--- src/hw/rtl/trba_pkg.sv ---
package trba_pkg;

   localparam int NUM_BLOCKS_DEF = 1024;
   localparam int BLOCK_BYTES    = 4096;
   localparam int BLK_SH         = $clog2(BLOCK_BYTES);

   // total_blocks register width and the widest map address any build needs
   localparam int TOT_W   = 11;
   localparam int MAP_AW  = 16;
   localparam logic [TOT_W-1:0] TOT_RESET = 11'd1024;

   // floor(x/3) == (x * DIV3_MUL) >> DIV3_SH for every x below 2^TOT_W
   localparam logic [11:0] DIV3_MUL = 12'd2731;
   localparam int          DIV3_SH  = 13;

   localparam logic [1:0] MAP_FREE = 2'd0;
   localparam logic [1:0] MAP_USED = 2'd1;
   localparam logic [1:0] MAP_END  = 2'd2;

   localparam logic [2:0] ST_OK      = 3'd0;
   localparam logic [2:0] ST_FULL    = 3'd1;
   localparam logic [2:0] ST_WRONG   = 3'd2;
   localparam logic [2:0] ST_OUTSIDE = 3'd3;
   localparam logic [2:0] ST_FREED   = 3'd4;

   localparam logic OP_ALLOC = 1'b0;
   localparam logic OP_FREE  = 1'b1;

   localparam logic CSR_TOTAL = 1'b0;
   localparam logic CSR_BASE  = 1'b1;

   typedef struct packed {
      logic              wr_en;
      logic [MAP_AW-1:0] wr_addr;
      logic [1:0]        wr_data;
      logic              rd_en;
      logic [MAP_AW-1:0] rd_addr;
   } map_req_type;

endpackage

--- src/hw/rtl/trba_map_mem.sv ---
module trba_map_mem #(
   parameter int NUM_BLOCKS = trba_pkg::NUM_BLOCKS_DEF
) (
   input  logic                  clock,
   input  trba_pkg::map_req_type map_req,
   output logic [1:0]            map_rd_data
);
   import trba_pkg::*;

   localparam int IW = $clog2(NUM_BLOCKS);

   logic [1:0] mem [NUM_BLOCKS];
   logic [1:0] rd_data_ff;

   always_ff @(posedge clock) begin
      if (map_req.wr_en) begin
         mem[IW'(map_req.wr_addr)] <= map_req.wr_data;
      end
   end

   always_ff @(posedge clock) begin
      if (map_req.rd_en) begin
         rd_data_ff <= mem[IW'(map_req.rd_addr)];
      end
   end

   assign map_rd_data = rd_data_ff;

endmodule

--- src/hw/rtl/trba_ctrl.sv ---
module trba_ctrl #(
   parameter int NUM_BLOCKS = trba_pkg::NUM_BLOCKS_DEF
) (
   input  logic                        clock,
   input  logic                        reset,
   input  logic                        req_valid,
   output logic                        req_ready,
   input  logic                        req_op,
   input  logic                        req_heap_select,
   input  logic [31:0]                 req_byte_size,
   input  logic [31:0]                 req_free_address,
   output logic                        rsp_valid,
   input  logic                        rsp_ready,
   output logic [2:0]                  rsp_status,
   output logic [31:0]                 rsp_alloc_address,
   input  logic [trba_pkg::TOT_W-1:0]  total_blocks,
   input  logic [31:0]                 base_address,
   output trba_pkg::map_req_type       map_req,
   input  logic [1:0]                  map_rd_data
);
   import trba_pkg::*;

   localparam int IW = $clog2(NUM_BLOCKS);
   localparam int NW = 33 - BLK_SH;
   localparam int PW = TOT_W + 12;

   typedef enum logic [10:0] {
      S_CLEAR = 11'b000_0000_0001,
      S_IDLE  = 11'b000_0000_0010,
      S_DIV   = 11'b000_0000_0100,
      S_BND   = 11'b000_0000_1000,
      S_SCAN  = 11'b000_0001_0000,
      S_MARK  = 11'b000_0010_0000,
      S_FEND  = 11'b000_0100_0000,
      S_FCHK  = 11'b000_1000_0000,
      S_FRD   = 11'b001_0000_0000,
      S_FWALK = 11'b010_0000_0000,
      S_DONE  = 11'b100_0000_0000
   } state_type;

   state_type         state_ff, state_in;
   logic              op_ff, op_in;
   logic              sel_ff, sel_in;
   logic [31:0]       size_ff, size_in;
   logic [31:0]       addr_ff, addr_in;
   logic [TOT_W-1:0]  q_ff, q_in;
   logic [TOT_W-1:0]  k_ff, k_in;
   logic [TOT_W-1:0]  lo_ff, lo_in;
   logic [TOT_W-1:0]  hi_ff, hi_in;
   logic [NW-1:0]     n_ff, n_in;
   logic [TOT_W:0]    rd_i_ff, rd_i_in;
   logic [TOT_W-1:0]  ev_i_ff, ev_i_in;
   logic [TOT_W-1:0]  run_ff, run_in;
   logic              pend_ff, pend_in;
   logic [TOT_W-1:0]  start_ff, start_in;
   logic [TOT_W-1:0]  last_ff, last_in;
   logic [TOT_W-1:0]  mark_ff, mark_in;
   logic [32:0]       e0_ff, e0_in;
   logic [32:0]       e1_ff, e1_in;
   logic [TOT_W-1:0]  idx_ff, idx_in;
   logic              first_ff, first_in;
   logic [IW-1:0]     clr_ff, clr_in;
   logic [2:0]        res_st_ff, res_st_in;
   logic [31:0]       res_addr_ff, res_addr_in;
   logic              rsp_valid_ff, rsp_valid_in;
   logic [2:0]        rsp_status_ff, rsp_status_in;
   logic [31:0]       rsp_addr_ff, rsp_addr_in;

   logic [TOT_W-1:0]  eff;
   logic [PW-1:0]     prod;
   logic [TOT_W-1:0]  kbound;
   logic [TOT_W:0]    run_nx;
   logic [TOT_W:0]    idx_nx;
   logic [32:0]       a33;
   logic [32:0]       b33;
   logic [32:0]       off;
   logic              in_k;
   logic              in_u;

   always_comb begin
      eff    = (32'(total_blocks) > NUM_BLOCKS) ? TOT_W'(NUM_BLOCKS) : total_blocks;
      prod   = PW'(eff) * PW'(DIV3_MUL);
      kbound = eff - {q_ff[TOT_W-2:0], 1'b0};
      run_nx = {1'b0, run_ff} + 1'b1;
      idx_nx = {1'b0, idx_ff} + 1'b1;
      a33    = {1'b0, addr_ff};
      b33    = {1'b0, base_address};
      off    = a33 - b33;
      in_k   = (a33 >= b33) && (a33 < e0_ff);
      in_u   = (a33 >= e0_ff) && (a33 < e1_ff);
   end

   always_comb begin
      state_in     = state_ff;
      op_in        = op_ff;
      sel_in       = sel_ff;
      size_in      = size_ff;
      addr_in      = addr_ff;
      q_in         = q_ff;
      k_in         = k_ff;
      lo_in        = lo_ff;
      hi_in        = hi_ff;
      n_in         = n_ff;
      rd_i_in      = rd_i_ff;
      ev_i_in      = ev_i_ff;
      run_in       = run_ff;
      pend_in      = pend_ff;
      start_in     = start_ff;
      last_in      = last_ff;
      mark_in      = mark_ff;
      e0_in        = e0_ff;
      e1_in        = e1_ff;
      idx_in       = idx_ff;
      first_in     = first_ff;
      clr_in       = clr_ff;
      res_st_in    = res_st_ff;
      res_addr_in  = res_addr_ff;
      rsp_valid_in = rsp_valid_ff;
      rsp_status_in = rsp_status_ff;
      rsp_addr_in  = rsp_addr_ff;
      map_req      = '0;

      if (rsp_valid_ff && rsp_ready) begin
         rsp_valid_in = 1'b0;
      end

      unique case (state_ff)
         S_CLEAR: begin
            map_req.wr_en   = 1'b1;
            map_req.wr_addr = MAP_AW'(clr_ff);
            map_req.wr_data = MAP_FREE;
            clr_in = clr_ff + 1'b1;
            if (clr_ff == IW'(NUM_BLOCKS - 1)) begin
               state_in = S_IDLE;
            end
         end
         S_IDLE: begin
            if (req_valid) begin
               op_in    = req_op;
               sel_in   = req_heap_select;
               size_in  = req_byte_size;
               addr_in  = req_free_address;
               state_in = S_DIV;
            end
         end
         S_DIV: begin
            q_in     = TOT_W'(prod >> DIV3_SH);
            state_in = S_BND;
         end
         S_BND: begin
            k_in  = kbound;
            lo_in = sel_ff ? kbound : '0;
            hi_in = sel_ff ? eff : kbound;
            n_in  = (size_ff == 32'd0) ? NW'(1)
                                       : NW'((size_ff - 32'd1) >> BLK_SH) + NW'(1);
            rd_i_in = {1'b0, (sel_ff ? kbound : TOT_W'(0))};
            run_in  = '0;
            pend_in = 1'b0;
            state_in = (op_ff == OP_FREE) ? S_FEND : S_SCAN;
         end
         S_SCAN: begin
            if (pend_ff) begin
               run_in = (map_rd_data == MAP_FREE) ? run_nx[TOT_W-1:0] : '0;
            end
            if (pend_ff && map_rd_data == MAP_FREE && NW'(run_nx) == n_ff) begin
               // run complete: ev_i is its last block
               last_in  = ev_i_ff;
               start_in = ev_i_ff + 1'b1 - n_ff[TOT_W-1:0];
               mark_in  = ev_i_ff + 1'b1 - n_ff[TOT_W-1:0];
               pend_in  = 1'b0;
               state_in = S_MARK;
            end else if (rd_i_ff < {1'b0, hi_ff}) begin
               map_req.rd_en   = 1'b1;
               map_req.rd_addr = MAP_AW'(rd_i_ff);
               ev_i_in = rd_i_ff[TOT_W-1:0];
               rd_i_in = rd_i_ff + 1'b1;
               pend_in = 1'b1;
            end else begin
               pend_in = 1'b0;
               if (!pend_ff) begin
                  res_st_in   = ST_FULL;
                  res_addr_in = '0;
                  state_in    = S_DONE;
               end
            end
         end
         S_MARK: begin
            map_req.wr_en   = 1'b1;
            map_req.wr_addr = MAP_AW'(mark_ff);
            map_req.wr_data = (mark_ff == last_ff) ? MAP_END : MAP_USED;
            mark_in = mark_ff + 1'b1;
            if (mark_ff == last_ff) begin
               res_st_in   = ST_OK;
               res_addr_in = base_address + (32'(start_ff) << BLK_SH);
               state_in    = S_DONE;
            end
         end
         S_FEND: begin
            e0_in    = b33 + (33'(k_ff) << BLK_SH);
            e1_in    = b33 + (33'(eff) << BLK_SH);
            state_in = S_FCHK;
         end
         S_FCHK: begin
            res_addr_in = '0;
            idx_in      = TOT_W'(off >> BLK_SH);
            if (sel_ff ? in_k : in_u) begin
               res_st_in = ST_WRONG;
               state_in  = S_DONE;
            end else if (!(sel_ff ? in_u : in_k)) begin
               res_st_in = ST_OUTSIDE;
               state_in  = S_DONE;
            end else begin
               state_in = S_FRD;
            end
         end
         S_FRD: begin
            map_req.rd_en   = 1'b1;
            map_req.rd_addr = MAP_AW'(idx_ff);
            first_in = 1'b1;
            state_in = S_FWALK;
         end
         S_FWALK: begin
            first_in = 1'b0;
            if (first_ff && map_rd_data == MAP_FREE) begin
               res_st_in = ST_FREED;
               state_in  = S_DONE;
            end else begin
               map_req.wr_en   = 1'b1;
               map_req.wr_addr = MAP_AW'(idx_ff);
               map_req.wr_data = MAP_FREE;
               if (map_rd_data == MAP_END || idx_nx >= {1'b0, hi_ff}) begin
                  res_st_in = ST_OK;
                  state_in  = S_DONE;
               end else begin
                  // read the next entry while this one is cleared
                  map_req.rd_en   = 1'b1;
                  map_req.rd_addr = MAP_AW'(idx_nx);
                  idx_in = idx_nx[TOT_W-1:0];
               end
            end
         end
         S_DONE: begin
            if (!rsp_valid_ff || rsp_ready) begin
               rsp_valid_in  = 1'b1;
               rsp_status_in = res_st_ff;
               rsp_addr_in   = res_addr_ff;
               state_in      = S_IDLE;
            end
         end
         default: begin
            state_in = S_IDLE;
         end
      endcase
   end

   always_ff @(posedge clock) begin
      if (reset) begin
         state_ff     <= S_CLEAR;
         clr_ff       <= '0;
         pend_ff      <= 1'b0;
         rsp_valid_ff <= 1'b0;
      end else begin
         state_ff     <= state_in;
         clr_ff       <= clr_in;
         pend_ff      <= pend_in;
         rsp_valid_ff <= rsp_valid_in;
      end
   end

   always_ff @(posedge clock) begin
      op_ff         <= op_in;
      sel_ff        <= sel_in;
      size_ff       <= size_in;
      addr_ff       <= addr_in;
      q_ff          <= q_in;
      k_ff          <= k_in;
      lo_ff         <= lo_in;
      hi_ff         <= hi_in;
      n_ff          <= n_in;
      rd_i_ff       <= rd_i_in;
      ev_i_ff       <= ev_i_in;
      run_ff        <= run_in;
      start_ff      <= start_in;
      last_ff       <= last_in;
      mark_ff       <= mark_in;
      e0_ff         <= e0_in;
      e1_ff         <= e1_in;
      idx_ff        <= idx_in;
      first_ff      <= first_in;
      res_st_ff     <= res_st_in;
      res_addr_ff   <= res_addr_in;
      rsp_status_ff <= rsp_status_in;
      rsp_addr_ff   <= rsp_addr_in;
   end

   assign req_ready         = (state_ff == S_IDLE);
   assign rsp_valid         = rsp_valid_ff;
   assign rsp_status        = rsp_status_ff;
   assign rsp_alloc_address = rsp_addr_ff;

   a_scan_bound: assert property (@(posedge clock) disable iff (reset)
      state_ff == S_SCAN |-> rd_i_ff <= {1'b0, hi_ff})
      else $error("scan pointer past region end");

   a_mark_range: assert property (@(posedge clock) disable iff (reset)
      state_ff == S_MARK |-> (mark_ff >= start_ff) && (mark_ff <= last_ff))
      else $error("mark pointer outside run");

   a_mark_region: assert property (@(posedge clock) disable iff (reset)
      state_ff == S_MARK |-> (start_ff >= lo_ff) && (last_ff < hi_ff))
      else $error("run outside region");

   a_rsp_load: assert property (@(posedge clock) disable iff (reset)
      $rose(rsp_valid_ff) |-> $past(state_ff) == S_DONE)
      else $error("response raised outside done");

endmodule

--- src/hw/rtl/two_region_block_allocator.sv ---
// Timing: allocate time grows with the map entries scanned and the run length;
//   free time grows with the entries cleared; the map memory port handles
//   one entry per cycle.
// Throughput: one transaction at a time; the next request is taken while the
//   previous response still waits in the output register.
// Reset: control clears at once, then a pass frees all NUM_BLOCKS map entries,
//   one per cycle, before the first request is taken.
module two_region_block_allocator #(
   parameter int NUM_BLOCKS = trba_pkg::NUM_BLOCKS_DEF
) (
   input  logic        clock,
   input  logic        reset,
   input  logic        req_valid,
   output logic        req_ready,
   input  logic        req_op,
   input  logic        req_heap_select,
   input  logic [31:0] req_byte_size,
   input  logic [31:0] req_free_address,
   output logic        rsp_valid,
   input  logic        rsp_ready,
   output logic [2:0]  rsp_status,
   output logic [31:0] rsp_alloc_address,
   input  logic        csr_write_enable,
   input  logic        csr_index,
   input  logic [31:0] csr_write_data
);
   import trba_pkg::*;

   logic [TOT_W-1:0] total_ff, total_in;
   logic [31:0]      base_ff, base_in;
   map_req_type      map_req;
   logic [1:0]       map_rd_data;

   always_comb begin
      total_in = total_ff;
      base_in  = base_ff;
      if (csr_write_enable) begin
         case (csr_index)
            CSR_TOTAL: total_in = csr_write_data[TOT_W-1:0];
            CSR_BASE:  base_in  = csr_write_data;
            default:   total_in = total_ff;
         endcase
      end
   end

   always_ff @(posedge clock) begin
      if (reset) begin
         total_ff <= TOT_RESET;
         base_ff  <= '0;
      end else begin
         total_ff <= total_in;
         base_ff  <= base_in;
      end
   end

   trba_ctrl #(.NUM_BLOCKS(NUM_BLOCKS)) u_ctrl (
      .clock             (clock),
      .reset             (reset),
      .req_valid         (req_valid),
      .req_ready         (req_ready),
      .req_op            (req_op),
      .req_heap_select   (req_heap_select),
      .req_byte_size     (req_byte_size),
      .req_free_address  (req_free_address),
      .rsp_valid         (rsp_valid),
      .rsp_ready         (rsp_ready),
      .rsp_status        (rsp_status),
      .rsp_alloc_address (rsp_alloc_address),
      .total_blocks      (total_ff),
      .base_address      (base_ff),
      .map_req           (map_req),
      .map_rd_data       (map_rd_data)
   );

   trba_map_mem #(.NUM_BLOCKS(NUM_BLOCKS)) u_map (
      .clock       (clock),
      .map_req     (map_req),
      .map_rd_data (map_rd_data)
   );

endmodule

--- config.mk ---
export PLATFORM = sky130hd
export DESIGN_NAME = two_region_block_allocator
export DESIGN_NICKNAME = d
export VERILOG_FILES = /design/src/hw/rtl/trba_pkg.sv /design/src/hw/rtl/trba_map_mem.sv /design/src/hw/rtl/trba_ctrl.sv /design/src/hw/rtl/two_region_block_allocator.sv
export SDC_FILE = /design/constraint.sdc
export NUM_CORES = 2
export LEC_CHECK = 0
export BUFFER_PORTS_ARGS = -buffer_cell sky130_fd_sc_hd__buf_2
export CAP_MARGIN = 40
export CORE_MARGIN = 5
export CORE_UTILIZATION = 35
export CTS_BUF_LIST = sky130_fd_sc_hd__clkbuf_8 sky130_fd_sc_hd__clkbuf_16
export DETAILED_ROUTE_END_ITERATION = 8
export HOLD_SLACK_MARGIN = 0.1
export PLACE_DENSITY_LB_ADDON = 0.2
export SLEW_MARGIN = 40
export SYNTH_ARGS = -nofsm -noshare
export SYNTH_HDL_FRONTEND = slang
export SYNTH_SLANG_ARGS = --single-unit
export TNS_END_PERCENT = 50
--- constraint.sdc ---
create_clock -name clock -period 27.4 [get_ports clock]
set_input_delay 1.37 -clock clock [delete_from_list [all_inputs] [get_ports clock]]
set_output_delay 1.37 -clock clock [all_outputs]
set_load 0.02 [all_outputs]
* Word level (Yosys, flattened, before mapping)
Memories as Yosys holds them, arrays and structs flattened. A register that Yosys moved wholly into a read port is not among the register bits.
Index checks and enable logic that the tools add are counted.
** Cells by class
- Add/sub/neg operators :: 14
- $mul :: 1
- Order comparisons :: 7
- Equal/unequal tests :: 31
- Muxes and demuxes :: 59
- Bitwise logic cells :: 2
- Reduce and logical (&&, ||, !) cells :: 30
** Operator list (count)
- 2-to-1 mux 11 bit :: 19
- 2-to-1 mux 32 bit :: 4
- one-hot mux 11 bit (11 select lines) :: 1
- one-hot mux 32 bit (3 select lines) :: 1
- adder 32 x 23 -> 33 bit :: 2
- less-than comparator 32 x 33 -> 1 bit :: 2
- one-hot mux 11 bit (2 select lines) :: 3
- one-hot mux 19 bit (3 select lines) :: 1
- 2-to-1 mux 17 bit :: 3
- one-hot mux 17 bit (3 select lines) :: 1
- 2-to-1 mux 36 bit :: 1
- >= comparator 32 x 33 -> 1 bit :: 1
- adder 32 x 23 -> 32 bit :: 1
- >= comparator 32 bit :: 1
- zero test 32 bit :: 1
- subtractor 32 x 1 -> 32 bit, second input constant :: 1
- adder 11 x 1 -> 12 bit, second input constant :: 2
- 2-to-1 mux 12 bit :: 2
- 2-to-1 mux 3 bit :: 8
- one-hot mux 12 bit (2 select lines) :: 1
- multiplier 11 x 12 -> 23 bit, second input constant :: 1
- subtractor 23 bit :: 1
- adder 11 x 1 -> 11 bit, second input constant :: 2
- subtractor 11 bit :: 2
- other kinds (43) :: 82
** Word-level totals
- Register bits after elaboration :: 400
- RAM bits :: 2048
- Output and inout bits :: 37
- Logic and storage cells :: 173
- Memories kept :: 1
** Memories
- u_map.mem :: words 1024, width 2, rd ports 1, clocked after Yosys merged registers in 1, write ports 1, line trba_map_mem.sv:12 : logic [1:0] mem [NUM_BLOCKS];

* Longest topological paths before layout
- Depth after elaboration :: 8
- Mapped depth :: 29

* Cells and area by module
From an unflattened synthesis, not the netlist that was laid out.
** Unflattened totals
- Cell total of the unflattened synthesis :: 6905
- Area total of the unflattened synthesis :: 106976.3 µm²
** By module, submodules not included
- trba_map_mem :: times used 1, cells each 4793, area an instance 83777.8 µm², sequential area each 61559.0 µm²
- trba_ctrl :: times used 1, cells each 1928, area an instance 21320.4 µm², sequential area each 10099.7 µm²
- two_region_block_allocator :: times used 1, cells each 184, area an instance 1878.1 µm², sequential area each 860.8 µm²

* Least setup slack after synthesis
Ideal clock, no wire load.
- Path type :: register -> register
- From :: register u_ctrl.state_ff[10]
- To :: memory u_map.mem[0][1], data pin
- Setup time :: 4.951 ns
- Arrival :: 24.932 ns
- Required time :: 22.449 ns
- Setup slack :: -2.483 ns
- Cell stages (with the launch flop) :: 6
- Path buffers :: 1
- Period minus slack after synthesis :: 29.883 ns
- Path through :: dfxtp_1 nor4_1 nor2b_1 nand4b_1 clkbuf_1 nor2_1
** RTL lines
- start, declared :: line trba_ctrl.sv:41 : state_type state_ff, state_in;
- start signal, assigned :: line trba_ctrl.sv:263 : state_ff <= state_in;
- end, declared :: line trba_map_mem.sv:12

* Worst setup path in the final report
- From :: register u_ctrl.idx_ff[1]
- To :: register u_map.rd_data_ff[0] (netlist: u_map.map_rd_data[0]) (read register of u_map.mem), data pin
** Between the ends
- Cells in the longest elaborated chain, start to end :: 6
** RTL lines
- start, declared :: line trba_ctrl.sv:60 : logic [TOT_W-1:0] idx_ff, idx_in;
- start signal, assigned :: line trba_ctrl.sv:288 : idx_ff <= idx_in;
- adder 11 x 1 -> 12 bit :: line trba_ctrl.sv:85 : idx_nx = {1'b0, idx_ff} + 1'b1;
- >= comparator 12 x 11 -> 1 bit :: line trba_ctrl.sv:231 : if (map_rd_data == MAP_END || idx_nx >= {1'b0, hi_ff}) begin
- logical OR 1 bit :: line trba_ctrl.sv:231
- 2-to-1 mux 17 bit :: line trba_ctrl.sv:231
- 2-to-1 mux 36 bit :: line trba_ctrl.sv:224 : if (first_ff && map_rd_data == MAP_FREE) begin
- one-hot mux 17 bit (3 select lines) (*) :: line trba_ctrl.sv:127 : unique case (state_ff)
- end, declared :: line trba_map_mem.sv:13 : logic [1:0] rd_data_ff;
Every way passes the cells marked *; elsewhere a longest branch is shown, timed or not.
A chain may end at the register's enable or synchronous reset.

==> results.py <==
metrics = {
    "status": {
        "status": "finished, final reports clean",
    },
    "worst_setup_path": {
        "path_class": "flip-flop to flip-flop",
        "cp_common_cell": "a21oi_1",
        "crit_fanout": 151,
        "end_kind": "flip-flop",
        "cp.arrival_ps": 9120,
        "critPathTopFamily": "compound AO/OA/AOI/OAI gates",
        "cpMaxStageDelayCell": "buf_4",
        "required_ps": 28060,
        "slowest_delay_ps": 730,
        "path_buf_inv": 3,
        "critPathLaunchType": "flip-flop",
    },
    "timing": {
        "clock_skew_ps": 70.14,
        "max-slew-margin-rel": 0.3293,
        "fin_ws_ps": 18940,
        "worst_pin_slew_ps": 1006,
        "fin_setup_tns_ps": 0,
        "clock.fmax_mhz": 118.2,
        "rsz0062_at_grt": "no",
        "finalMaxSlewViolations": 0,
        "fin_crit_ps": 8457,
        "finalHoldViolations": 0,
        "fin_crit_sh": 0.3086,
        "setup_viol": 0,
    },
    "power": {
        "p_switching_uw": 1724,
        "ir_worst_vdd_mv": 0.04007,
        "p_clk_frac": 0.460,
        "fin_total_pwr_uw": 7861,
        "p_comb_frac": 0.025,
        "leakage_uw": 0.04321,
        "seqPwrFrac": 0.515,
        "intPower_uw": 6137,
        "pwr_density_cell_mw_per_mm2": 63.58,
        "swShare": 0.2193,
    },
    "grt": {
        "grtUsageTotal": 0.2446,
        "first_global_vias": 76230,
        "grt_max_degree": 192,
        "grt-ovfl-total": 0,
        "antenna_found_initial": 37,
        "grt_pass1_wl_um": 571800,
    },
    "drt": {
        "drcViolationCount": 0,
        "drtAntennaViolNets": 0,
        "first_pass_iters": 8,
        "vias": 78690,
        "avgRoutedWirePerCell_um": 29.77,
        "drt_iter0_markers": 10430,
        "viasPerCell": 5.729,
        "routed_wl_um": 408900,
    },
    "synth": {
        "ys_seq_area_frac": 0.6659,
        "ys_types": 103,
        "async_reset_ff_frac": 0,
        "yosys_warnings": 0,
        "synth_enable_flop_cells": 2371,
        "syn_nets": 9734,
        "synth_seq_cells": 2437,
        "yosys-top-cells-area": "edfxtp_1 65%, nand2_1 6.7%, nor2_1 4.2%",
        "synth_top_cell_by_area": "edfxtp_1",
        "syn_area_mm2": 0.1089,
        "synth_cells": 9354,
        "avgSynthCellArea_um2": 11.64,
        "synthFlopType": "edfxtp_1",
        "yosys.area.top_type_share": 0.6538,
    },
    "finish": {
        "areaGrowthSynthToFinish_pct": 13.54,
        "final_net_count": 9774,
        "seqCellArea_mm2": 0.07252,
        "multi_input_area_mm2": 0.03342,
        "fillers": 29690,
        "layout-drive-gt1-share": 0.09692,
    },
    "placement": {
        "dpl_worst_slack_ps": 19060,
        "dp_hpwl_um": 241700,
        "gp_congestion": 0.8725,
        "io_buffers": 140,
    },
    "clock_network": {
        "clk_path_buf_depth": 4,
        "cts-buffers-inserted": 278,
        "h-tree-depth": 5,
        "clock-sinks": 2437,
        "root_buffer": "clkbuf_16",
        "cts_tree": "built",
        "clk_pin_slew_ps": 60,
        "cts_resized": 0,
        "holdBufCountCts": 0,
        "postCtsSetupBuffers": 0,
        "clk_latency_ps": 930,
    },
    "floorplan": {
        "die_area_mm2": 0.3224,
        "fp.coreArea_mm2": 0.3094,
        "fp-row-count": 204,
        "num_io_pins": 141,
        "die_w_um": 567.8,
        "die_h_um": 567.8,
        "start_util": 0.3520,
    },
    "min_path": {
        "hold_class": "flip-flop to flip-flop",
    },
    "run": {
        "cap_viol_max_count": 0,
    },
}
worst paths after layout:
kind                            slack (ps)  cells past startpoint                                    end                                 from
worst min-delay path                   420                      0  u_ctrl.rsp_alloc_address[8]$_DFFE_PP_  u_ctrl.res_addr_ff[8]$_SDFFCE_PN0P_
worst max register to register       18940                     25         u_map.map_rd_data[0]$_DFFE_PP_           u_ctrl.idx_ff[1]$_DFFE_PP_
worst min register to register         420                      0  u_ctrl.rsp_alloc_address[8]$_DFFE_PP_  u_ctrl.res_addr_ff[8]$_SDFFCE_PN0P_
worst max-delay path                 18940                     25         u_map.map_rd_data[0]$_DFFE_PP_           u_ctrl.idx_ff[1]$_DFFE_PP_
registers in the layout, indices dropped and copies added (netlist names), 12 cells and up:
name	cells
u_map.mem	2048
u_ctrl.e1_ff	33
base_ff	32
u_ctrl.addr_ff	32
u_ctrl.res_addr_ff	32
u_ctrl.rsp_alloc_address	32
u_ctrl.size_ff	32
u_ctrl.e0_ff	21
u_ctrl.n_ff	21
u_ctrl.rd_i_ff	12
power groups by stage:
stage | logic, uW | clock network, uW | registers [uW]
after global placement | 185 | 0 | 4130
after global routing | 200 | 3820 | 4050
after CTS | 191 | 3670 | 4050
final | 193 | 3620 | 4050
after floorplan | 83.8 | 0 | 4120
after detailed placement | 190 | 0 | 4130
cells in the mapped netlist, types with 16 or more instances:
master and n:
nand2b_1 26, nor2_1 1227, a21oi_1 404, dfxtp_1 66
and3_1 226, o21a_1 23, or4_1 22, buf_2 124
a32oi_1 17, o221ai_1 16, nand4_1 89, mux2i_1 151
xor2_1 59, nor4_1 37, nand2_1 1943, edfxtp_1 2371
a31oi_1 156, a21o_1 52, o22ai_1 41, nor2b_1 34
inv_1 226, o31ai_1 17, nor3_1 73, ha_1 240
nand3_1 482, xnor2_1 109, clkbuf_1 375, buf_1 92
fa_1 36, buf_4 18, a2111oi_0 16, a311oi_1 63
and2_1 17, o21ai_0 158, a211oi_1 83
layout make-up:
class | instances | area share
flip-flops and latches | 2437 | 0.5865
multi-input cells | 6063 | 0.2703
clock buffers | 286 | 0.05788
well taps | 4120 | 0.04169
repair buffers | 384 | 0.02397
clock inverters | 206 | 0.01249
inverters | 230 | 0.007002
diodes | 9 | 0.0001821
layer usage:
metal / vias to the layer above / wire length (um) / track usage
li1: 33760 / - / -
met1: 39840 / 163600 / 0.3327
met2: 4228 / 185000 / 0.3846
met3: 852 / 41620 / 0.05028
met4: 22 / 18560 / 0.09678
met5: - / 152 / 0
logic make-up (layout without fill, tap and decap cells):
group	Yosys count	after routing	share of synthesized area
other	1	10	0.00003444
xor gates and xnor gates	170	170	0.01394
buffers and inverters	854	1106	0.03249
and+or+nand+nor	4244	4244	0.1660
muxes	167	167	0.01595
AOI/OAI and AO/OA	1205	1205	0.07147
adders and majority gates	276	276	0.03419
DFF	2437	2437	0.6659
layout by cell type, fill, tap and decap left out, types with 22 or more instances in the layout:
cell / instances
buf_6: 23
xor2_1: 59
a21oi_1: 396
o21a_1: 23
and3_1: 226
a311oi_1: 63
clkbuf_16: 286
xnor2_1: 109
inv_1: 282
buf_2: 141
nand2b_1: 26
clkinv_2: 43
mux2i_1: 151
buf_4: 195
a21o_1: 48
o22ai_1: 41
edfxtp_1: 2371
clkinv_1: 61
nand2_1: 1897
nand3_1: 480
or4_1: 22
nor2b_1: 28
nor3_1: 69
fa_1: 36
nand2_2: 37
a31oi_1: 156
dfxtp_1: 65
nor4_1: 35
a211oi_1: 82
nand4_1: 89
nor2_1: 1206
ha_1: 240
o21ai_0: 154
through the flow:
stage                     utilization  instances  instance area, um2  hold slack (ps)
final                          0.3997      13740              123600            418.3
after global routing           0.3996      13730              123600            425.0
after CTS                      0.3993      13720              123500            419.5
after detailed placement       0.3712      13230              114800            405.4
after global placement         0.3698      13220              114400            404.5
after floorplan                     -       9354              108900            400.3
Power figures use the tool's default switching activity.
